## src/rtl/gpr_pkg.sv

```systemverilog
`timescale 1ns / 1ps
// Shared constants and types for the gamma pixel resolve core.
// No dependencies; imported by every module of the block.
package gpr_pkg;
   localparam int FRAC_BITS   = 16;
   localparam int COMP_W      = 28;
   localparam int POS_W       = 13;
   localparam int ADDR_W      = 12;
   localparam int LEVEL_W     = 16;
   localparam int COUNT_W     = 11;
   localparam int DIM_W       = 13;
   localparam int DQ_W        = COMP_W + FRAC_BITS;
   localparam int ROOT_W      = DQ_W / 2;
   localparam int SREM_W      = ROOT_W + 2;
   localparam int DIV_STEPS   = DQ_W;
   localparam int SQRT_STEPS  = ROOT_W;
   localparam int CHAIN_LEN   = DIV_STEPS + SQRT_STEPS;
   localparam int OPND_W      = FRAC_BITS + 1;
   localparam int PROD_W      = LEVEL_W + OPND_W;
   localparam logic [DIM_W-1:0]  MAX_DIM   = 13'd4096;
   localparam logic [OPND_W-1:0] ONE_FX    = 17'd65536;
   localparam logic [OPND_W-1:0] CLAMP_TOP = 17'd65470;

   localparam logic [2:0] ST_OK    = 3'd0;
   localparam logic [2:0] ST_OUT   = 3'd1;
   localparam logic [2:0] ST_RED   = 3'd2;
   localparam logic [2:0] ST_GREEN = 3'd3;
   localparam logic [2:0] ST_BLUE  = 3'd4;

   localparam logic [2:0] REG_ANTIALIAS = 3'd0;
   localparam logic [2:0] REG_SAMPLES   = 3'd1;
   localparam logic [2:0] REG_LEVEL     = 3'd2;
   localparam logic [2:0] REG_WIDTH     = 3'd3;
   localparam logic [2:0] REG_HEIGHT    = 3'd4;

   typedef struct packed {
      logic               valid;
      logic [2:0]         status;
      logic               aa;
      logic [ADDR_W-1:0]  row;
      logic [ADDR_W-1:0]  col;
      logic [OPND_W-1:0]  byp_r;
      logic [OPND_W-1:0]  byp_g;
      logic [OPND_W-1:0]  byp_b;
   } side_type;
endpackage

```

## src/rtl/gpr_div_cell.sv

```systemverilog
`timescale 1ns / 1ps
// One restoring division cell: produces one quotient bit per cycle.
// Depends on gpr_pkg.
module gpr_div_cell import gpr_pkg::*; (
   input  logic               clock,
   input  logic [COUNT_W-1:0] divisor,
   input  logic [DQ_W-1:0]    dq_in,
   input  logic [COUNT_W-1:0] rem_in,
   output logic [DQ_W-1:0]    dq_out,
   output logic [COUNT_W-1:0] rem_out
);
   logic [COUNT_W:0]   trial;
   logic               ge;
   logic [COUNT_W:0]   diff;
   logic [DQ_W-1:0]    dq_ff, dq_next_in;
   logic [COUNT_W-1:0] rem_ff, rem_next_in;

   always_comb begin
      trial       = {rem_in, dq_in[DQ_W-1]};
      ge          = trial >= {1'b0, divisor};
      diff        = trial - {1'b0, divisor};
      rem_next_in = ge ? diff[COUNT_W-1:0] : trial[COUNT_W-1:0];
      dq_next_in  = {dq_in[DQ_W-2:0], ge};
   end

   always_ff @(posedge clock) begin
      dq_ff  <= dq_next_in;
      rem_ff <= rem_next_in;
   end

   assign dq_out  = dq_ff;
   assign rem_out = rem_ff;
endmodule

```

## config.mk

```make
export PLATFORM = sky130hd
export DESIGN_NAME = gpr_div_cell
export DESIGN_NICKNAME = d
export VERILOG_FILES = /design/src/rtl/gpr_pkg.sv /design/src/rtl/gpr_div_cell.sv
export SDC_FILE = /design/constraint.sdc
export NUM_CORES = 1
export LEC_CHECK = 0
export BUFFER_PORTS_ARGS = -buffer_cell sky130_fd_sc_hd__buf_2
export CAP_MARGIN = 30
export CORE_MARGIN = 2
export CORE_UTILIZATION = 40
export CTS_BUF_LIST = sky130_fd_sc_hd__clkbuf_8
export CTS_CLUSTER_DIAMETER = 50
export DETAILED_ROUTE_END_ITERATION = 10
export PLACE_DENSITY = 0.84
export SKIP_LAST_GASP = 1
export SYNTH_ARGS = -nofsm -noshare
export SYNTH_HDL_FRONTEND = slang
export SYNTH_SLANG_ARGS = --single-unit
```

## constraint.sdc

```tcl
create_clock -name clock -period 3.6 [get_ports clock]
set_input_delay 0.36 -clock clock [delete_from_list [all_inputs] [get_ports clock]]
set_output_delay 0.36 -clock clock [all_outputs]
set_load 0.02 [all_outputs]
```

# [After elaboration in Yosys (flattened, before gate mapping)]
# Index checks and enable logic that the tools add are counted.
[classes] n_addsub=1 magnitude_cmp=1 n_mux=1
[op_table] cell="greater-or-equal comparator 12 x 11 -> 1 bit" n=1
[op_table] cell="2-to-1 mux 11 bit" n=1
[op_table] cell="subtractor 11 bit" n=1
[word_totals] register_bits=55 output_inout_bits=55

# [Longest topological paths before layout]
# Gate-level depths: netlist of run 1.
[depth] word_depth=2 depth_mapped=10

# [Least setup slack after synthesis of run 1]
# No wires, ideal clock.
[synth_timing] path_kind="input port to flip-flop" startpoint="input port dq_in[43]" endpoint="register rem_ff[2], in the netlist rem_out[2]" setup_time_ps=115 arrival_time_ps=1960 required_time_ps=3485 path_slack_ps=1526 path_stages=10 path_buffers=1 path_cell_list="inv_1 > ha_1 > fa_1 > and2b_1 > o21ai_2 > a311oi_2 > o2bb2ai_2 > buf_6 > nand2_1 > o21ai_2"
[synth_between] elab_chain_len=2 elab_cells_between_ends=3
[synth_lines] item="start, declared" line="gpr_div_cell.sv:7" source="input logic [DQ_W-1:0] dq_in,"
[synth_lines] item="subtractor 11 bit or greater-or-equal comparator 12 x 11 -> 1 bit (tied branches)" line="gpr_div_cell.sv:21, gpr_div_cell.sv:20"
[synth_lines] item="2-to-1 mux 11 bit (*)" line="gpr_div_cell.sv:22" source="rem_next_in = ge ? diff[COUNT_W-1:0] : trial[COUNT_W-1:0];"
[synth_lines] item="via rem_next_in[2]" line="gpr_div_cell.sv:16" source="logic [COUNT_W-1:0] rem_ff, rem_next_in;"
[synth_lines] item="end signal, assigned" line="gpr_div_cell.sv:28" source="rem_ff <= rem_next_in;"
[synth_lines] item="end, declared" line="gpr_div_cell.sv:16"
# Mark *: on every way through the listed nets, which the timed path passes. The rest lies on a longest branch.

# [Final worst setup path of run 1]
[layout_timing] startpoint="input port dq_in[43]" endpoint="register rem_ff[4], in the netlist rem_out[4]"
# Same word-level chain as after synthesis.

==> impl_metrics.tcl, run 1 <==
set metrics [dict create \
    initial_core_util 0.420 \
    power_per_cell_area_nw_per_um2 518 \
    syn_to_final_growth_pct 41.1 \
    ctsHoldBuffers 0 \
    slew_headroom 0.676 \
    syn_avg_cell_area_sq_um 11.2 \
    max_clock_freq_ghz 0.439 \
    period_needed_ns 2.28 \
    hold_start "dq_in[37]" \
    portBuffers 121 \
    postCtsSetupBuffers 0 \
    core_area_sq_um 4410 \
    finalCritPeriodShare 0.633 \
    hold_path_depth 1 \
    slowest_delay_ns 0.40 \
    hold_end "dq_out[38]" \
    path_clk_slew_ns 0.09 \
    antenna_found_initial 0 \
    path_cells "buf_2 -> inv_1 -> ha_1 -> fa_1 -> and2b_1 -> o21ai_2 -> a311oi_2 -> o2bb2ai_2 -> buf_4 -> o31ai_1" \
    cp.arrival_ns 2.48 \
    first_pass_iters 4 \
    grt_max_degree 17 \
    tightest_slew_ns 0.484 \
    postLayoutCoreUtil 0.593 \
    gr-total-overflow 0 \
    globalRouteMet2Util 0.308 \
    synth.distinct_cells 35 \
    cts_resized 0 \
    cp_slowest_cell "fa_1" \
    maxSlewViolCount 0 \
    diodes 0 \
    grt_pass1_vias 1512 \
    hold_violations 0 \
    ys_seq_area_frac 0.593 \
    htree_levels 2 \
    status "completed" \
    holdWs_ns 0.156 \
    leakage_nw 1.36 \
    worstSetupStartpointType "primary input" \
    dp_hpwl_um 3730 \
    cts-root-buf "clkbuf_8" \
    hp-class "primary input to flop" \
    grt_pass1_wl_um 6800 \
    ios 122 \
    end_kind "flop" \
    via_per_inst 4.61 \
    gp_congestion 0.799 \
    place_worst_setup_slack_ns 1.02 \
    syn-instance-count 165 \
    rsz0062_at_grt "false" \
    placed_area_sq_um 2510 \
    finalNetCount 371 \
    peakVddDrop_mv 0.188 \
    die_w_um 72.1 \
    ant_nets 0 \
    postLayoutSetupSlackWorst_ns 1.32 \
    die_y_um 72.1 \
    first_iter_violations 33 \
    clock_path_buffers 2 \
    cp.required_ns 3.81 \
    cts_tree "done" \
    netlist_area_sq_um 1860 \
    path_max_fanout 13 \
    drive_gt1_frac 0.483 \
    yosysWarnings 0 \
    use_met1 0.181 \
    avgRoutedWirePerCell_um 12.9 \
    numCtsBuffers 5 \
    via_count 1586 \
    gr-usage-met3 0.0556 \
    num_rows 24 \
    die_area_sq_um 5200 \
    critPathKind "primary input to flop" \
    grt.busiest_layer "met2" \
    setup_viol 0 \
    drcViolationCount 0 \
    track_usage 0.170 \
    final_cell_area_sq_um 2620 \
    cts.sinks 55 \
    ys_ff_latch 55 \
    max_cap_viol_count 0 \
    finalSetupTns_ns 0 \
    wl_um 4450 \
    synth.net_count 244 \
]
-- worst max path at each step --
stage | startpoint | to | slack, ns | depth (start not counted)
global placement | dq_in[43] | rem_out[4] | 1.12 | 10
floorplan | dq_in[43] | rem_out[2] | 1.53 | 10
CTS | dq_in[43] | rem_out[4] | 1.32 | 10
global route | dq_in[43] | rem_out[4] | 1.13 | 10
detailed placement | dq_in[43] | rem_out[4] | 1.02 | 10
finish | dq_in[43] | rem_out[4] | 1.32 | 10
-- layout by cell type, fill, tap and decap left out, types with 2 or more instances in the layout --
master    count
inv_1        16
xor2_1        4
and3_1        2
buf_2       121
xnor2_1       2
nand2_1      19
a21oi_1       6
o31ai_1       2
nor2b_1       2
a21o_1        2
ha_1         11
o211ai_1      2
o21ai_1       2
nor2_1        5
o21ai_0       3
nand4_1       3
nand2b_1      3
clkbuf_8      5
dfxtp_1      55
o21ai_2       8
-- cells by family (layout without fill, tap and decap cells) --
logic type / count (synthesis) / in the layout / share of synthesized area
flip-flops: 55 / 55 / 0.593
AND/OR/NAND/NOR: 39 / 39 / 0.101
AO/OA/AOI/OAI: 35 / 35 / 0.148
buffers and inverters: 18 / 145 / 0.0445
adder cells (fa/ha/maj): 12 / 12 / 0.0850
XOR/XNOR: 6 / 6 / 0.0283
-- flip-flops by register name, indices dropped and copies added, names as in the netlist --
signal and flops:
dq_out 44, rem_out 11
-- routing by layer --
| layer | up-vias | share of wire |
|---|---|---|
| li1 | 820 | - |
| met3 | 5 | 0.090 |
| met2 | 63 | 0.52 |
| met4 | 0 | 0.0094 |
| met5 | - | 0 |
| met1 | 698 | 0.38 |
-- Yosys cell counts --
| cell type | count | area share |
|---|---|---|
| a21oi_2 | 1 | 0.0047 |
| and2b_1 | 1 | 0.0040 |
| o31a_1 | 1 | 0.0047 |
| xnor2_1 | 2 | 0.0094 |
| o2111ai_1 | 1 | 0.0047 |
| o21a_1 | 1 | 0.0040 |
| fa_1 | 1 | 0.011 |
| o21ai_1 | 2 | 0.0054 |
| a31oi_1 | 1 | 0.0034 |
| o31ai_1 | 2 | 0.0081 |
| inv_1 | 16 | 0.032 |
| o21ai_0 | 3 | 0.0081 |
| nor2_1 | 5 | 0.010 |
| a21o_1 | 2 | 0.0081 |
| nor4_1 | 1 | 0.0034 |
| nor2b_1 | 2 | 0.0067 |
| o21ai_2 | 8 | 0.038 |
| ha_1 | 11 | 0.074 |
| o2bb2ai_2 | 1 | 0.0081 |
| nand4_1 | 3 | 0.010 |
| nand2b_1 | 3 | 0.010 |
| nor3_1 | 1 | 0.0027 |
| buf_6 | 2 | 0.012 |
| and3_1 | 2 | 0.0067 |
| o211a_1 | 1 | 0.0054 |
| dfxtp_1 | 55 | 0.59 |
| a21oi_1 | 6 | 0.016 |
| nor4bb_1 | 1 | 0.0054 |
| xor2_1 | 4 | 0.019 |
| a311oi_2 | 1 | 0.0081 |
| or2_1 | 1 | 0.0034 |
| o211ai_1 | 2 | 0.0081 |
| nand2_1 | 19 | 0.038 |
| o41ai_1 | 1 | 0.0047 |
| o221ai_2 | 1 | 0.0081 |
-- power by group --
group / internal, mW / switching (mW) / leakage (nW)
Clock: 0.203 / 0.180 / 0.0502
Sequential: 0.661 / 0.0104 / 0.464
Combinational: 0.120 / 0.180 / 0.851
Total: 0.984 / 0.371 / 1.36
-- worst max-delay path: cells and delay by family --
family,cells,cell delay [ns]
compound gates,4,0.94
fa+ha+maj,2,0.59
buf+inv,3,0.36
simple gates,1,0.24
-- per-stage QoR --
step                      total power, mW  std cells
after floorplan                     0.884        165
after global placement              0.984        337
after detailed placement            0.989        337
after CTS                            1.38        344
after global routing                 1.43        344
final                                1.36        344
-- area by class of cell --
type	count	area [sq um]
flip-flops and latches	55	1100
repair buffers	122	613
well taps	52	65.1
multi-input cells	92	672
clock inverters	2	37.5
clock buffers	5	68.8
inverters	16	60.1
fillers	400	1800
Note: power is estimated with default switching activity, not from simulation.
==> run 2, diff against run 1 <==
--- a/config.mk
+++ b/config.mk
@@ -5,6 +5,7 @@
 export SDC_FILE = /design/constraint.sdc
 export NUM_CORES = 1
 export LEC_CHECK = 0
+export ABC_AREA = 1
 export BUFFER_PORTS_ARGS = -buffer_cell sky130_fd_sc_hd__buf_2
 export CAP_MARGIN = 30
 export CORE_MARGIN = 2
==> constraint.sdc (replaced) <==
create_clock -name clock -period 2 [get_ports clock]
set_input_delay 0.2 -clock clock [delete_from_list [all_inputs] [get_ports clock]]
set_output_delay 0.2 -clock clock [all_outputs]
set_load 0.02 [all_outputs]
==> impl_metrics.tcl, run 2 <==
set metrics [dict create \
    ys_ff_latch 55 \
    drcViolationCount 0 \
    syn_to_final_growth_pct 57.1 \
    cts-root-buf "clkbuf_8" \
    layout_common_cells "buf_2, dfxtp_1, nand2_1" \
    postLayoutSetupSlackWorst_ns 0.502 \
    wl_um 6920 \
    peakVddDrop_mv 0.345 \
    slowest_delay_ns 0.28 \
    track_usage 0.204 \
    p_total_mw 2.56 \
    via_per_inst 4.54 \
    leakage_nw 1.74 \
    die_area_sq_um 5750 \
    drive_gt1_frac 0.394 \
    yosysWarnings 0 \
    synth_top_family_by_area "simple AND/OR/NAND/NOR gates" \
    cts_resized 0 \
    cts_tree "done" \
    num_rows 26 \
    cp_common_cell "inv_1" \
    setup_viol 0 \
    die_w_um 75.8 \
    cts.sinks 55 \
    synth_top_cell_by_area "dfxtp_1" \
    synth.net_count 299 \
    via_count 2074 \
    ctsHoldBuffers 30 \
    muxShareOfSynthArea 0 \
    dp_hpwl_um 4220 \
    crit_start "dq_in[43]" \
    grt_pass1_wl_um 8760 \
    hp-class "primary input to flop" \
    ys_seq_area_frac 0.534 \
    first_iter_violations 117 \
    initial_core_util 0.409 \
    avgRoutedWirePerCell_um 15.1 \
    critPathKind "primary input to flop" \
    die_y_um 75.8 \
    final_common_cell "buf_2" \
    antenna_found_initial 1 \
    rsz0062_at_grt "false" \
    worstSetupStartpointType "primary input" \
    power_per_cell_area_nw_per_um2 789 \
    gr-total-overflow 0 \
    cp_num_cells 10 \
    ys.flop_type "dfxtp_1" \
    fill_cells 399 \
    syn_avg_cell_area_sq_um 9.38 \
    placed_area_sq_um 2730 \
    crit_end "rem_out[1]" \
    critPathBufInv 3 \
    max_clock_freq_ghz 0.668 \
    place_worst_setup_slack_ns 0.164 \
    slew_headroom 0.778 \
    synth.distinct_cells 27 \
    hold_violations 0 \
    synthArstFlopShare 0 \
    synthXorXnorAreaFrac 0.0127 \
    ios 122 \
    holdWs_ns 0.0187 \
    post_synth_fa_ha_maj_area_fraction 0.0764 \
    synth_area_leaders "dfxtp_1, nand2_1, ha_1" \
    end_kind "flop" \
    path_clk_slew_ns 0.10 \
    period_needed_ns 1.50 \
    path_max_fanout 17 \
    maxSlewViolCount 0 \
    numCtsBuffers 5 \
    syn-instance-count 220 \
    cp.required_ns 2.22 \
    tightest_slew_ns 0.332 \
    clock_path_buffers 2 \
    grt_pass1_vias 1958 \
    cp.arrival_ns 1.72 \
    yosysMostFrequentCell "dfxtp_1" \
    yosys.area_share.simple 0.269 \
    htree_levels 2 \
    max_cap_viol_count 0 \
    path_cells "buf_2 -> inv_1 -> ha_1 -> fa_1 -> inv_1 -> nand3_1 -> nand3_2 -> nand2_4 -> nand4_4 -> o21ai_0" \
    finalCritPeriodShare 0.749 \
    status "completed" \
    cpLargestDelayFamily "simple AND/OR/NAND/NOR gates" \
    core_area_sq_um 5040 \
    synth_common_cells "dfxtp_1, nand2_1, inv_1" \
    finalSetupTns_ns 0 \
    gp_congestion 0.846 \
    finalNetCount 465 \
    postCtsSetupBuffers 0 \
    synth-edff-count 0 \
    portBuffers 121 \
    final_cell_area_sq_um 3240 \
    synth-compound-area-share 0.0291 \
    cp_slowest_cell "nand4_4" \
    netlist.area_leader.share 0.534 \
    ant_nets 0 \
    grt_max_degree 18 \
    largest_register_ffs 44 \
    first_pass_iters 4 \
    netlist_area_sq_um 2060 \
]
-- run 2: cell count changes after synthesis, moves of 5 or more --
| cell | previous run | this run |
|---|---|---|
| nand4_1 | 3 | 9 |
| nand2_1 | 19 | 54 |
| nand2_2 | 0 | 5 |
| o21ai_2 | 8 | 3 |
| nand3_2 | 0 | 7 |
| inv_1 | 16 | 36 |
| nand3_1 | 0 | 7 |
-- run 2: how the worst min path moves through the flow --
stage          startpoint         end  slack [ns]  cells after the start
2_1_floorplan    dq_in[9]  dq_out[10]        0.23                      0
3_3_place_gp    dq_in[10]  dq_out[11]        0.30                      1
3_5_place_dp    dq_in[14]  dq_out[15]        0.30                      1
4_1_cts         dq_in[20]  dq_out[21]     0.00008                      1
5_1_grt         dq_in[11]  dq_out[12]     -0.0005                      1
6_report        dq_in[21]  dq_out[22]        0.02                      1
-- run 2: cell type report --
type	instances	area (sq um)	area share
inverter	37	139	0.0429
sequential	55	1100	0.340
multi-input combinational	126	798	0.246
tap	70	87.6	0.0270
clock inverter	2	37.5	0.0116
antenna	1	2.50	0.000772
clock buffer	5	68.8	0.0212
timing repair buffer	161	1010	0.310
-- run 2: power by group --
| part | switching [mW] | total [mW] | leakage (nW) | internal [mW] |
|---|---|---|---|---|
| clock network | 0.352 | 0.719 | 0.0502 | 0.367 |
| registers | 0.0286 | 1.21 | 0.464 | 1.18 |
| logic | 0.368 | 0.625 | 1.22 | 0.256 |
-- run 2: cells by family after synthesis --
kind of cell | Yosys count
flops | 55
fa+ha+maj | 12
buf+inv | 39
simple gates | 102
xor+xnor | 3
compound gates | 9
-- run 2: metal layers --
layer,GRT usage,share of wire
met5,0,0
met2,0.401,0.53
met1,0.193,0.37
met4,0.0916,0.017
met3,0.0529,0.084
-- run 2: stage by stage --
stage | cells | utilization
after floorplan | 220 | -
after global placement | 409 | 0.542
after detailed placement | 409 | 0.542
after CTS | 446 | 0.622
after global routing | 457 | 0.643
final | 457 | 0.643
