File: config.mk
export PLATFORM = sky130hd
export DESIGN_NAME = gpr_sqrt_cell
export DESIGN_NICKNAME = d
export VERILOG_FILES = /design/src/rtl/gpr_pkg.sv /design/src/rtl/gpr_sqrt_cell.sv
export SDC_FILE = /design/constraint.sdc
export NUM_CORES = 1
export LEC_CHECK = 0
export BUFFER_PORTS_ARGS = -buffer_cell sky130_fd_sc_hd__buf_4
export CORE_MARGIN = 2
export CORE_UTILIZATION = 47
export CTS_BUF_LIST = sky130_fd_sc_hd__clkbuf_2 sky130_fd_sc_hd__clkbuf_4 sky130_fd_sc_hd__clkbuf_8
export DETAILED_ROUTE_END_ITERATION = 10
export GPL_ROUTABILITY_DRIVEN = 0
export PLACE_DENSITY_LB_ADDON = 0.12
export SETUP_SLACK_MARGIN = 0.15
export SLEW_MARGIN = 15
export SYNTH_ARGS = -nofsm -noshare
export SYNTH_HDL_FRONTEND = slang
export SYNTH_SLANG_ARGS = --single-unit
File: constraint.sdc
create_clock -name clock -period 2.7 [get_ports clock]
set_clock_uncertainty 0.05 [all_clocks]
set_input_delay 0.135 -clock clock [delete_from_list [all_inputs] [get_ports clock]]
set_output_delay 0.135 -clock clock [all_outputs]
set_load 0.02 [all_outputs]
File: src/rtl/gpr_pkg.sv
`timescale 1ns / 1ps
// Shared constants and types for the gamma pixel resolve core.
// No dependencies; imported by every module of the block.
package gpr_pkg;
   localparam int FRAC_BITS   = 16;
   localparam int COMP_W      = 28;
   localparam int POS_W       = 13;
   localparam int ADDR_W      = 12;
   localparam int LEVEL_W     = 16;
   localparam int COUNT_W     = 11;
   localparam int DIM_W       = 13;
   localparam int DQ_W        = COMP_W + FRAC_BITS;
   localparam int ROOT_W      = DQ_W / 2;
   localparam int SREM_W      = ROOT_W + 2;
   localparam int DIV_STEPS   = DQ_W;
   localparam int SQRT_STEPS  = ROOT_W;
   localparam int CHAIN_LEN   = DIV_STEPS + SQRT_STEPS;
   localparam int OPND_W      = FRAC_BITS + 1;
   localparam int PROD_W      = LEVEL_W + OPND_W;
   localparam logic [DIM_W-1:0]  MAX_DIM   = 13'd4096;
   localparam logic [OPND_W-1:0] ONE_FX    = 17'd65536;
   localparam logic [OPND_W-1:0] CLAMP_TOP = 17'd65470;

   localparam logic [2:0] ST_OK    = 3'd0;
   localparam logic [2:0] ST_OUT   = 3'd1;
   localparam logic [2:0] ST_RED   = 3'd2;
   localparam logic [2:0] ST_GREEN = 3'd3;
   localparam logic [2:0] ST_BLUE  = 3'd4;

   localparam logic [2:0] REG_ANTIALIAS = 3'd0;
   localparam logic [2:0] REG_SAMPLES   = 3'd1;
   localparam logic [2:0] REG_LEVEL     = 3'd2;
   localparam logic [2:0] REG_WIDTH     = 3'd3;
   localparam logic [2:0] REG_HEIGHT    = 3'd4;

   typedef struct packed {
      logic               valid;
      logic [2:0]         status;
      logic               aa;
      logic [ADDR_W-1:0]  row;
      logic [ADDR_W-1:0]  col;
      logic [OPND_W-1:0]  byp_r;
      logic [OPND_W-1:0]  byp_g;
      logic [OPND_W-1:0]  byp_b;
   } side_type;
endpackage

File: src/rtl/gpr_sqrt_cell.sv
`timescale 1ns / 1ps
// One digit-recurrence square root cell: one root bit per cycle.
// Depends on gpr_pkg.
module gpr_sqrt_cell import gpr_pkg::*; (
   input  logic              clock,
   input  logic [DQ_W-1:0]   qv_in,
   input  logic [SREM_W-1:0] rem_in,
   input  logic [ROOT_W-1:0] root_in,
   output logic [DQ_W-1:0]   qv_out,
   output logic [SREM_W-1:0] rem_out,
   output logic [ROOT_W-1:0] root_out
);
   logic [SREM_W+1:0] t;
   logic [SREM_W+1:0] trial;
   logic [SREM_W+1:0] diff;
   logic              ge;
   logic [DQ_W-1:0]   qv_ff;
   logic [SREM_W-1:0] rem_ff, rem_next_in;
   logic [ROOT_W-1:0] root_ff;

   always_comb begin
      t           = {rem_in, qv_in[DQ_W-1:DQ_W-2]};
      trial       = {2'b00, root_in, 2'b01};
      ge          = t >= trial;
      diff        = t - trial;
      rem_next_in = ge ? diff[SREM_W-1:0] : t[SREM_W-1:0];
   end

   always_ff @(posedge clock) begin
      qv_ff   <= {qv_in[DQ_W-3:0], 2'b00};
      rem_ff  <= rem_next_in;
      root_ff <= {root_in[ROOT_W-2:0], (ge)};
   end

   assign qv_out   = qv_ff;
   assign rem_out  = rem_ff;
   assign root_out = root_ff;
endmodule

==> After elaboration in Yosys (flattened, before gate mapping) <==
Index checks and enable logic that the tools add are counted.
{ "op_classes": {"addsub": 1, "magnitude_cmp": 1, "n_mux": 1} }
{ "op_table": {"columns": ["operator", "n"], "rows": [
  ["26-bit by 24-bit greater-or-equal comparator with 1-bit output", 1],
  ["24-bit 2-to-1 mux", 1],
  ["24-bit subtractor", 1]
]} }
{ "word_totals": {"register_bits": 88, "input_bits": 91, "out_inout_bits": 90, "wordCells": 6} }

==> Logic depth before layout (Yosys ltp) <==
Gate-level depths: netlist of the first run.
{ "logic_depth": {"word_depth": 2, "mapped_depth": 11, "depth_no_buf": 9} }

==> Worst setup path after synthesis of the first run <==
No wires, ideal clock.
{ "synth_timing": {"kind": "input to register", "startpoint": "input port root_in[0]", "endpoint": "register rem_ff[10], in the netlist rem_out[10]", "setup_ns": 0.121, "arrival_time_ns": 2.189, "required_time_ns": 2.529, "setup_slack_ns": 0.340, "stages": 10, "path_buffers": 1, "path_cell_list": "inv_1 > ha_1 > nor2b_1 > o211ai_2 > a21oi_1 > a211o_2 > a221oi_4 > o31ai_4 > buf_6 > mux2_4"} }
{ "synth_via": {"elab_chain_cells": 2, "word_cells_on_any_way": 3, "cone_classes": "1 x add/sub; 1 x order compare; 1 x mux"} }
{ "synth_rtl": {"columns": ["element", "line", "source"], "rows": [
  ["from (decl)", "gpr_sqrt_cell.sv:8", "input logic [ROOT_W-1:0] root_in,"],
  ["24-bit subtractor or 26-bit by 24-bit greater-or-equal comparator with 1-bit output (tied branches)", "gpr_sqrt_cell.sv:25, gpr_sqrt_cell.sv:24", null],
  ["24-bit 2-to-1 mux (*)", "gpr_sqrt_cell.sv:26", "rem_next_in = ge ? diff[SREM_W-1:0] : t[SREM_W-1:0];"],
  ["via rem_next_in[10]", "gpr_sqrt_cell.sv:18", "logic [SREM_W-1:0] rem_ff, rem_next_in;"],
  ["to (signal assigned)", "gpr_sqrt_cell.sv:31", "rem_ff <= rem_next_in;"],
  ["to (decl)", "gpr_sqrt_cell.sv:18", null]
]} }
Mark *: on every way through the listed nets, which the timed path passes. The rest lies on a longest branch.

==> Final worst setup path of the first run <==
{ "layout_timing": {"startpoint": "input port rem_in[10]", "endpoint": "register rem_ff[17], in the netlist rem_out[17]"} }
{ "layout_via": {"elab_chain_cells": 2, "word_cells_on_any_way": 3, "cone_classes": "1 x add/sub; 1 x order compare; 1 x mux"} }
{ "layout_rtl": {"columns": ["element", "line", "source"], "rows": [
  ["from (decl)", "gpr_sqrt_cell.sv:7", "input logic [SREM_W-1:0] rem_in,"],
  ["24-bit subtractor or 26-bit by 24-bit greater-or-equal comparator with 1-bit output (tied branches)", "gpr_sqrt_cell.sv:25, gpr_sqrt_cell.sv:24", null],
  ["24-bit 2-to-1 mux (*)", "gpr_sqrt_cell.sv:26", null],
  ["via rem_next_in[17]", "gpr_sqrt_cell.sv:18", null]
]} }
Marks and branches as above.

==> reports/results.txt, run 1 <==
async set-or-reset flop fraction in the synthesized netlist = 0
WP data required = 2.90 ns
largest net degree at the start of global routing = 17
sequential area share after synthesis = 0.506
Max Slew Vio Count = 0
Max stage delay on crit path = 0.57 ns
Max-Cap Viols = 0
DP Cell Count = 604
fin crit share = 0.974
Final Hold Viols = 0
die area = 8120 um^2
cell taking the most area after synthesis = dfxtp_1
slowest CP cell = dlygate4sd3_1
clock root buffer = clkbuf_8
Period minus WS final = 2.63 ns
GRT Overall Usage = 0.315
GR Util met3 = 0.0771
PnR worst setup slack = 0.0701 ns
routed vias = 3,637
Mapped Area = 3480 um^2
layout cell share with drive strength beyond 1 = 0.402
diodes inserted = 0
Post-synth EDFFs = 0
Setup WS pre-CTS = 0.138 ns
H-tree levels = 3
Max Buffers Root-to-Sink = 2
clock sink total = 88
Synth cell types = 44
DR vias/cell = 5.15
post-route ant nets = 0
Tightest Hold Check Type = in2reg
number of fill cells = 378
Initial DRC Count = 360
Placed Area = 5010 um^2
GR Overflow Total = 0
CP dominant cell by count = a21oi_1
CP endpoint kind = register
power density cells = 575 nW/um^2
GR peak layer = met2
I/O Buffers = 178
Placeable Area = 7210 um^2
CTS clk-pin slew, worst paths = 0.09 ns
RSZ-0062 raised after global routing = true
Main synth FF type = dfxtp_1
crit-path cells = dlygate4sd3_1, buf_4, ha_1, a21oi_1, o21ai_0, a21oi_1, a21oi_1, xor2_1, mux2_4
CTS tree = done
fmax = 0.380 GHz
status = complete, no violations
DRT Wirelength = 13,400 um
io pins = 181
vias in the first global route = 3,664
Arr. time, crit path = 2.83 ns
Final nets = 717
endpoints failing setup = 0
Setup CP Type = in2reg
Finished Layout Cells = 706
worst-path fanout max = 6
number of synthesized register bits = 88
wire per inst = 19.0 um
P_leak = 0.00299 uW
synth cell count leaders = dfxtp_1, inv_1, ha_1
Startpoint Class = input port
Pre-antenna DRT Iters = 6
initial antenna violation count = 0
DR DRC count = 0
VDD IR max = 0.327 mV
design area = 6100 um^2
synth top area cells = dfxtp_1, ha_1, mux2_4
Synth Area per Inst = 10.9 um^2
count leader, synth = dfxtp_1
Initial Util = 0.483
row count = 31
first-pass GRT wire length = 20,200 um
post-synth top area share = 0.506
die height = 90.1 um
Mapped Cells = 321
Yosys Warn Count = 0
setup_tns = 0 ns
Layout Utilization = 0.846
Detail Placement HPWL = 6930 um
Critical Path End = rem_out[17]
met2 global-route usage = 0.556
Critical Path Source = rem_in[10]
die width = 90.1 um
cts bufs inserted = 9
met1 GRT Util = 0.375
Syn-to-layout area delta = 75.2%
==> cell usage in the layout (no fill, tap or decap), types with 2 or more instances in the layout <==
cell type | synthesis | routed
a21oi_2 | 1 | 2
nor2b_1 | 4 | 4
o211ai_1 | 3 | 3
mux2_4 | 16 | 16
or3_1 | 2 | 2
o31ai_1 | 2 | 2
conb_1 | 1 | 2
clkbuf_8 | 0 | 9
buf_4 | 2 | 192
xnor2_1 | 12 | 12
nand2_1 | 20 | 20
dlygate4sd3_1 | 0 | 84
clkinvlp_4 | 0 | 2
o21a_1 | 9 | 9
xor2_1 | 9 | 9
a21oi_1 | 23 | 22
o21ai_0 | 15 | 14
dfxtp_1 | 88 | 88
mux2i_1 | 2 | 2
mux2_2 | 4 | 4
nor2_1 | 15 | 15
nand4_1 | 5 | 5
ha_1 | 24 | 23
o2111ai_1 | 2 | 2
a21o_1 | 5 | 5
clkinv_4 | 0 | 2
a211oi_1 | 3 | 3
inv_1 | 27 | 27
==> how the worst min path moves through the flow <==
stage,from,endpoint,slack [ns],depth (start not counted)
6_report,rem_in[20],rem_out[22],0.04,3
5_1_grt,rem_in[20],rem_out[22],0.04,3
4_1_cts,rem_in[20],rem_out[22],0.02,3
3_5_place_dp,qv_in[26],qv_out[28],0.19,1
3_3_place_gp,qv_in[28],qv_out[30],0.19,1
2_1_floorplan,qv_in[8],qv_out[10],0.11,0
==> what timing repair did <==
action	4_1_cts	5_1_grt
gates resized for setup	0	7
setup buffers	0	1
hold buffers	84	0
endpoints found under the hold margin	84	0
setup endpoints to repair	0	16
==> metal layers <==
layer,vias to the layer above,routed length (um)
li1,1658,-
met1,1687,5070
met2,241,6740
met3,51,1130
met4,0,469
met5,-,0
==> final cells by class <==
type / count / area (um^2) / share of cell area
timing repair buffer: 279 / 2340 / 0.383
clock inverter: 6 / 52.6 / 0.00861
sequential: 88 / 1760 / 0.289
tap: 99 / 124 / 0.0203
multi-input combinational: 197 / 1600 / 0.261
clock buffer: 10 / 131 / 0.0215
inverter: 27 / 101 / 0.0166
==> report_power, final <==
group          leakage (uW)  switching [uW]  internal (uW)
logic               0.00215             564            578
clock network     0.0000884             528            358
registers          0.000742            49.7           1430
==> worst max-delay path, delay by kind of cell <==
kind | cells | cell delay [ns]
AOI/OAI and AO/OA | 4 | 1.13
xor gates and xnor gates | 1 | 0.18
muxes | 1 | 0.26
adders and majority gates | 1 | 0.40
buffers and inverters | 2 | 0.72
==> kinds of logic after synthesis <==
| kind of cell | Yosys count | synth area share |
|---|---|---|
| AOI/OAI and AO/OA | 72 | 0.142 |
| xor gates and xnor gates | 21 | 0.0528 |
| adders and majority gates | 24 | 0.0862 |
| buffers and inverters | 37 | 0.0474 |
| DFF | 88 | 0.506 |
| muxes | 22 | 0.0876 |
| other | 1 | 0.00108 |
| and+or+nand+nor | 56 | 0.0776 |
==> through the flow <==
| step | hold slack (ns) | power [uW] |
|---|---|---|
| after CTS | 0.0235 | 3390 |
| after detailed placement | 0.191 | 2460 |
| after global routing | 0.0437 | 3620 |
| after floorplan | 0.113 | 2050 |
| final | 0.0372 | 3510 |
| after global placement | 0.190 | 2450 |
==> sequential cells by signal (all words and copies together), names as in the netlist <==
name      flops
qv_out       42
rem_out      24
root_out     22
Power figures use the tool's default switching activity.
==> run 2, diff against run 1 <==
--- a/config.mk
+++ b/config.mk
@@ -6,8 +6,8 @@
 export NUM_CORES = 1
 export LEC_CHECK = 0
 export BUFFER_PORTS_ARGS = -buffer_cell sky130_fd_sc_hd__buf_4
-export CORE_MARGIN = 2
-export CORE_UTILIZATION = 47
+export CORE_MARGIN = 4
+export CORE_UTILIZATION = 50
 export CTS_BUF_LIST = sky130_fd_sc_hd__clkbuf_2 sky130_fd_sc_hd__clkbuf_4 sky130_fd_sc_hd__clkbuf_8
 export DETAILED_ROUTE_END_ITERATION = 10
 export GPL_ROUTABILITY_DRIVEN = 0
==> constraint.sdc (replaced) <==
create_clock -name clock -period 3.2 [get_ports clock]
set_clock_uncertainty 0.05 [all_clocks]
set_input_delay 0.16 -clock clock [delete_from_list [all_inputs] [get_ports clock]]
set_output_delay 0.16 -clock clock [all_outputs]
set_load 0.02 [all_outputs]
==> reports/results.txt, run 2 (synthesis gave the netlist of run 1 again) <==
Startpoint Class = input port (unchanged)
H-tree levels = 3 (unchanged)
setup_tns = 0 ns (unchanged)
I/O Buffers = 178 (unchanged)
PnR worst setup slack = 0.338 ns (was 0.0701 ns)
Max Slew Vio Count = 0 (unchanged)
die width = 91.5 um (was 90.1 um)
Int Pwr = 2070 uW (was 2370 uW)
post-CTS sizing = 0 (unchanged)
RSZ-0062 raised after global routing = false (was true)
layout cell share with drive strength beyond 1 = 0.389 (was 0.402)
flip-flop and latch area = 1760 um^2 (unchanged)
Pwr Total = 3010 uW (was 3510 uW)
CP endpoint kind = register (unchanged)
WP data required = 3.40 ns (was 2.90 ns)
Final nets = 709 (was 717)
Period minus WS final = 2.86 ns
CTS tree = done (unchanged)
diodes inserted = 0 (unchanged)
crit-path cells = dlygate4sd3_1, buf_4, ha_1, a211oi_1, a21oi_1, a211o_2, a221oi_4, o31ai_4, buf_4, mux2_4 (was dlygate4sd3_1, buf_4, ha_1, a21oi_1, o21ai_0, a21oi_1, a21oi_1, xor2_1, mux2_4)
Max Buffers Root-to-Sink = 2 (unchanged)
CP dominant cell by count = buf_4 (was a21oi_1)
die height = 91.5 um (was 90.1 um)
io pins = 181 (unchanged)
slowest CP cell = dlygate4sd3_1 (unchanged)
initial antenna violation count = 0 (unchanged)
Critical path buffers and inverters = 3 (was 2)
Slew @ Worst Pin = 0.583 ns
power density cells = 500 nW/um^2 (was 575 nW/um^2)
Logic pwr share = 0.310 (was 0.326)
die area = 8370 um^2 (was 8120 um^2)
VDD IR max = 0.267 mV (was 0.327 mV)
fmax = 0.349 GHz
Initial Util = 0.513 (was 0.483)
Final Hold Viols = 0 (unchanged)
area of the multi-input gates = 1560 um^2 (was 1600 um^2)
Max-Cap Viols = 0 (unchanged)
DRT Wirelength = 12,700 um (was 13,400 um)
most frequent cells in the layout = buf_4, dfxtp_1, dlygate4sd3_1 (unchanged)
Setup CP Type = in2reg (unchanged)
switching power = 937 uW (was 1140 uW)
clock root buffer = clkbuf_8 (unchanged)
P_leak = 0.00295 uW (was 0.00299 uW)
Syn-to-layout area delta = 72.5% (was 75.2%)
fin crit share = 0.894
cts bufs inserted = 9 (unchanged)
first-pass GRT wire length = 20,200 um (unchanged)
most common cell after layout, fill and taps aside = buf_4 (unchanged)
Detail Placement HPWL = 7410 um (was 6930 um)
family with the most delay on the worst path = compound AO/OA/AOI/OAI gates (unchanged)
Placeable Area = 6790 um^2 (was 7210 um^2)
Worst slew margin = 0.607
Initial DRC Count = 246 (was 360)
clock sink total = 88 (unchanged)
DR vias/cell = 5.01 (was 5.15)
GR Overflow Total = 0 (unchanged)
vias in the first global route = 3,723 (was 3,664)
power share of the clock group = 0.276 (was 0.253)
Arr. time, crit path = 3.06 ns (was 2.83 ns)
DR DRC count = 0 (unchanged)
Sw Share = 0.311 (was 0.325)
GRT Overall Usage = 0.310 (was 0.315)
max reg flops = 42 (unchanged)
Tightest Hold Check Type = in2reg (unchanged)
row count = 30 (was 31)
Max stage delay on crit path = 0.54 ns (was 0.57 ns)
post-route ant nets = 0 (unchanged)
hold_ws = 0.0134 ns (was 0.0372 ns)
largest net degree at the start of global routing = 17 (unchanged)
wire per inst = 18.3 um (was 19.0 um)
status = complete, no violations (unchanged)
number of fill cells = 286 (was 378)
endpoints failing setup = 0 (unchanged)
Setup WS pre-CTS = 0.242 ns (was 0.138 ns)
Reg power frac = 0.414 (was 0.422)
CTS clk-pin slew, worst paths = 0.09 ns (about the same)
routed vias = 3,484 (was 3,637)
Pre-antenna DRT Iters = 5 (was 6)
worst-path fanout max = 6 (unchanged)
## run 2: changes by cell type in the layout (fill, tap and decap cells not counted), sizes merged
cell / previous run / this run
buf: 194 / 189
bufinv: 0 / 1
clkbuf: 11 / 10
dlygate4sd3: 84 / 82
clkinvlp: 2 / 1
## run 2: worst paths after layout
| path | from | end | slack (ns) | cells past startpoint |
|---|---|---|---|---|
| min | rem_in[18] | rem_out[20] | 0.01 | 2 |
| max | rem_in[2] | rem_out[8] | 0.34 | 10 |
## run 2: final cells by class
type                    count  share of cell area
well taps                  96              0.0200
clock buffers              10              0.0229
inverters                  27              0.0169
repair buffers            271               0.375
flip-flops and latches     88               0.293
multi-input cells         197               0.260
clock inverters             6              0.0125
## run 2: what timing repair did
item	CTS	global route
setup endpoints to repair	0	15
hold buffers	82	0
setup buffers	0	3
endpoints found under the hold margin	82	0
## run 2: stage by stage
stage	util	instance area, um^2	instances
final	0.885	6010	695
after global routing	0.885	6010	695
after CTS	0.881	5990	692
after detailed placement	0.729	4950	594
after global placement	0.729	4950	594
after floorplan	-	3490	322
## run 2: power groups by stage
stage | logic [uW] | clock network (uW) | registers [uW]
detailed placement | 810 | 0 | 1260
CTS | 896 | 814 | 1240
global placement | 796 | 0 | 1260
global route | 990 | 877 | 1250
finish | 932 | 830 | 1250
floorplan | 326 | 0 | 1400
## run 2: layer usage
metal,wire length [um],part of all wire,GRT usage
met5,0,0,0
met4,374,0.029,0.108
met3,1050,0.083,0.0886
met2,6460,0.51,0.551
met1,4840,0.38,0.350
==> run 3, diff against run 2 <==
--- a/config.mk
+++ b/config.mk
@@ -6,9 +6,10 @@
 export NUM_CORES = 1
 export LEC_CHECK = 0
 export BUFFER_PORTS_ARGS = -buffer_cell sky130_fd_sc_hd__buf_4
+export CORE_ASPECT_RATIO = 1.1
 export CORE_MARGIN = 4
 export CORE_UTILIZATION = 50
-export CTS_BUF_LIST = sky130_fd_sc_hd__clkbuf_2 sky130_fd_sc_hd__clkbuf_4 sky130_fd_sc_hd__clkbuf_8
+export CTS_BUF_LIST = sky130_fd_sc_hd__clkbuf_4 sky130_fd_sc_hd__clkbuf_8
 export DETAILED_ROUTE_END_ITERATION = 10
 export GPL_ROUTABILITY_DRIVEN = 0
 export PLACE_DENSITY_LB_ADDON = 0.12
==> reports/results.txt, run 3 (synthesis gave the netlist of run 1 again) <==
power share of the clock group = 0.274 (was 0.276)
switching power = 975 uW (was 937 uW)
row count = 31 (was 30)
fin crit share = 0.911 (was 0.894)
layout cell share with drive strength beyond 1 = 0.395 (was 0.389)
P_leak = 0.00298 uW (was 0.00295 uW)
Slew @ Worst Pin = 0.677 ns (was 0.583 ns)
Max-Cap Viols = 0 (unchanged)
initial antenna violation count = 0 (unchanged)
hold_ws = 0.0458 ns (was 0.0134 ns)
VDD IR max = 0.299 mV (was 0.267 mV)
Pwr Total = 3060 uW (was 3010 uW)
DRT Wirelength = 14,200 um (was 12,700 um)
Final Hold Viols = 0 (unchanged)
design area = 6060 um^2 (was 6010 um^2)
most common cell after layout, fill and taps aside = buf_4 (unchanged)
Setup CP Type = in2reg (unchanged)
Placed Area = 4950 um^2 (about the same)
max reg flops = 42 (unchanged)
io pins = 181 (unchanged)
Tightest Hold Check Type = in2reg (unchanged)
Syn-to-layout area delta = 73.9% (was 72.5%)
Period minus WS final = 2.91 ns (was 2.86 ns)
first-pass GRT wire length = 20,300 um (was 20,200 um)
endpoints failing setup = 0 (unchanged)
CTS tree = done (unchanged)
CTS clk-pin slew, worst paths = 0.10 ns (was 0.09 ns)
die height = 95.6 um (was 91.5 um)
cts bufs inserted = 9 (unchanged)
Initial DRC Count = 477 (was 246)
post-route ant nets = 0 (unchanged)
CP endpoint kind = register (unchanged)
H-tree levels = 3 (unchanged)
setup_tns = 0 ns (unchanged)
Startpoint Class = input port (unchanged)
Logic pwr share = 0.317 (was 0.310)
clock sink total = 88 (unchanged)
GRT Overall Usage = 0.321 (was 0.310)
Final nets = 717 (was 709)
most frequent cells in the layout = buf_4, dfxtp_1, dlygate4sd3_1 (unchanged)
wire per inst = 20.6 um (was 18.3 um)
GR Overflow Total = 0 (unchanged)
DR vias/cell = 5.53 (was 5.01)
worst-path fanout max = 11 (was 6)
routed vias = 3,813 (was 3,484)
DR DRC count = 0 (unchanged)
PnR worst setup slack = 0.286 ns (was 0.338 ns)
Int Pwr = 2080 uW (was 2070 uW)
diodes inserted = 0 (unchanged)
WP data required = 3.41 ns (was 3.40 ns)
Initial Util = 0.522 (was 0.513)
Worst slew margin = 0.544 (was 0.607)
Placeable Area = 6670 um^2 (was 6790 um^2)
Setup WS pre-CTS = 0.173 ns (was 0.242 ns)
die area = 8370 um^2 (about the same)
fmax = 0.343 GHz (was 0.349 GHz)
Arr. time, crit path = 3.13 ns (was 3.06 ns)
I/O Buffers = 178 (unchanged)
Max Buffers Root-to-Sink = 2 (unchanged)
Detail Placement HPWL = 7580 um (was 7410 um)
die width = 87.6 um (was 91.5 um)
clock root buffer = clkbuf_8 (unchanged)
largest net degree at the start of global routing = 17 (unchanged)
vias in the first global route = 3,781 (was 3,723)
Max Slew Vio Count = 0 (unchanged)
number of fill cells = 262 (was 286)
Pre-antenna DRT Iters = 6 (was 5)
status = complete, no violations (unchanged)
RSZ-0062 raised after global routing = false (unchanged)
Reg power frac = 0.409 (was 0.414)
Sw Share = 0.319 (was 0.311)
power density cells = 504 nW/um^2 (was 500 nW/um^2)
## run 3: cell types whose count changed in the layout (fill, tap and decap cells not counted)
| cell | previous run | this run |
|---|---|---|
| buf_4 | 188 | 194 |
| ha_2 | 0 | 1 |
| ha_1 | 24 | 23 |
| dlygate4sd3_1 | 82 | 84 |
## run 3: per-layer routing
| metal | wire length, um | track usage | up-vias |
|---|---|---|---|
| li1 | - | - | 1664 |
| met1 | 4850 | 0.349 | 1776 |
| met2 | 7240 | 0.594 | 289 |
| met3 | 1350 | 0.0795 | 84 |
| met4 | 744 | 0.121 | 0 |
| met5 | 0 | 0 | - |
## run 3: final cells by class
type / count / area [um^2] / share of cell area
clock buffer: 10 / 138 / 0.0227
inverter: 27 / 101 / 0.0167
multi-input combinational: 197 / 1560 / 0.258
clock inverter: 6 / 75.1 / 0.0124
sequential: 88 / 1760 / 0.291
tap: 82 / 103 / 0.0169
timing repair buffer: 279 / 2320 / 0.382
## run 3: worst paths after layout
| kind | from | slack [ns] | cells past startpoint | end |
|---|---|---|---|---|
| setup / recovery | rem_in[16] | 0.29 | 11 | rem_out[13] |
| hold / removal | rem_in[20] | 0.05 | 3 | rem_out[22] |
## run 3: stage by stage
stage / util / instances
floorplan: - / 322
global route: 0.908 / 689
finish: 0.908 / 689
global placement: 0.741 / 583
detailed placement: 0.741 / 583
CTS: 0.899 / 683
## run 3: repair_timing
action	CTS	global route
endpoints found under the setup margin	0	10
setup buffers	0	6
resized for setup	0	1
hold endpoints to repair	84	0
hold buffers	84	0
## run 3: worst max-delay path, stage by stage
cell	delay (ns)
dlygate4sd3_1	0.54
buf_4	0.14
ha_1	0.41
nand4_2	0.22
or4_1	0.51
o21a_1	0.20
o21a_1	0.20
o31ai_4	0.08
buf_12	0.17
buf_4	0.17
mux2_4	0.32
## run 3: power by group through the flow
stage / logic, uW / clock network (uW) / registers [uW]
floorplan: 326 / 0 / 1400
global placement: 800 / 0 / 1260
detailed placement: 811 / 0 / 1260
CTS: 898 / 817 / 1240
global route: 1020 / 877 / 1260
finish: 969 / 839 / 1250
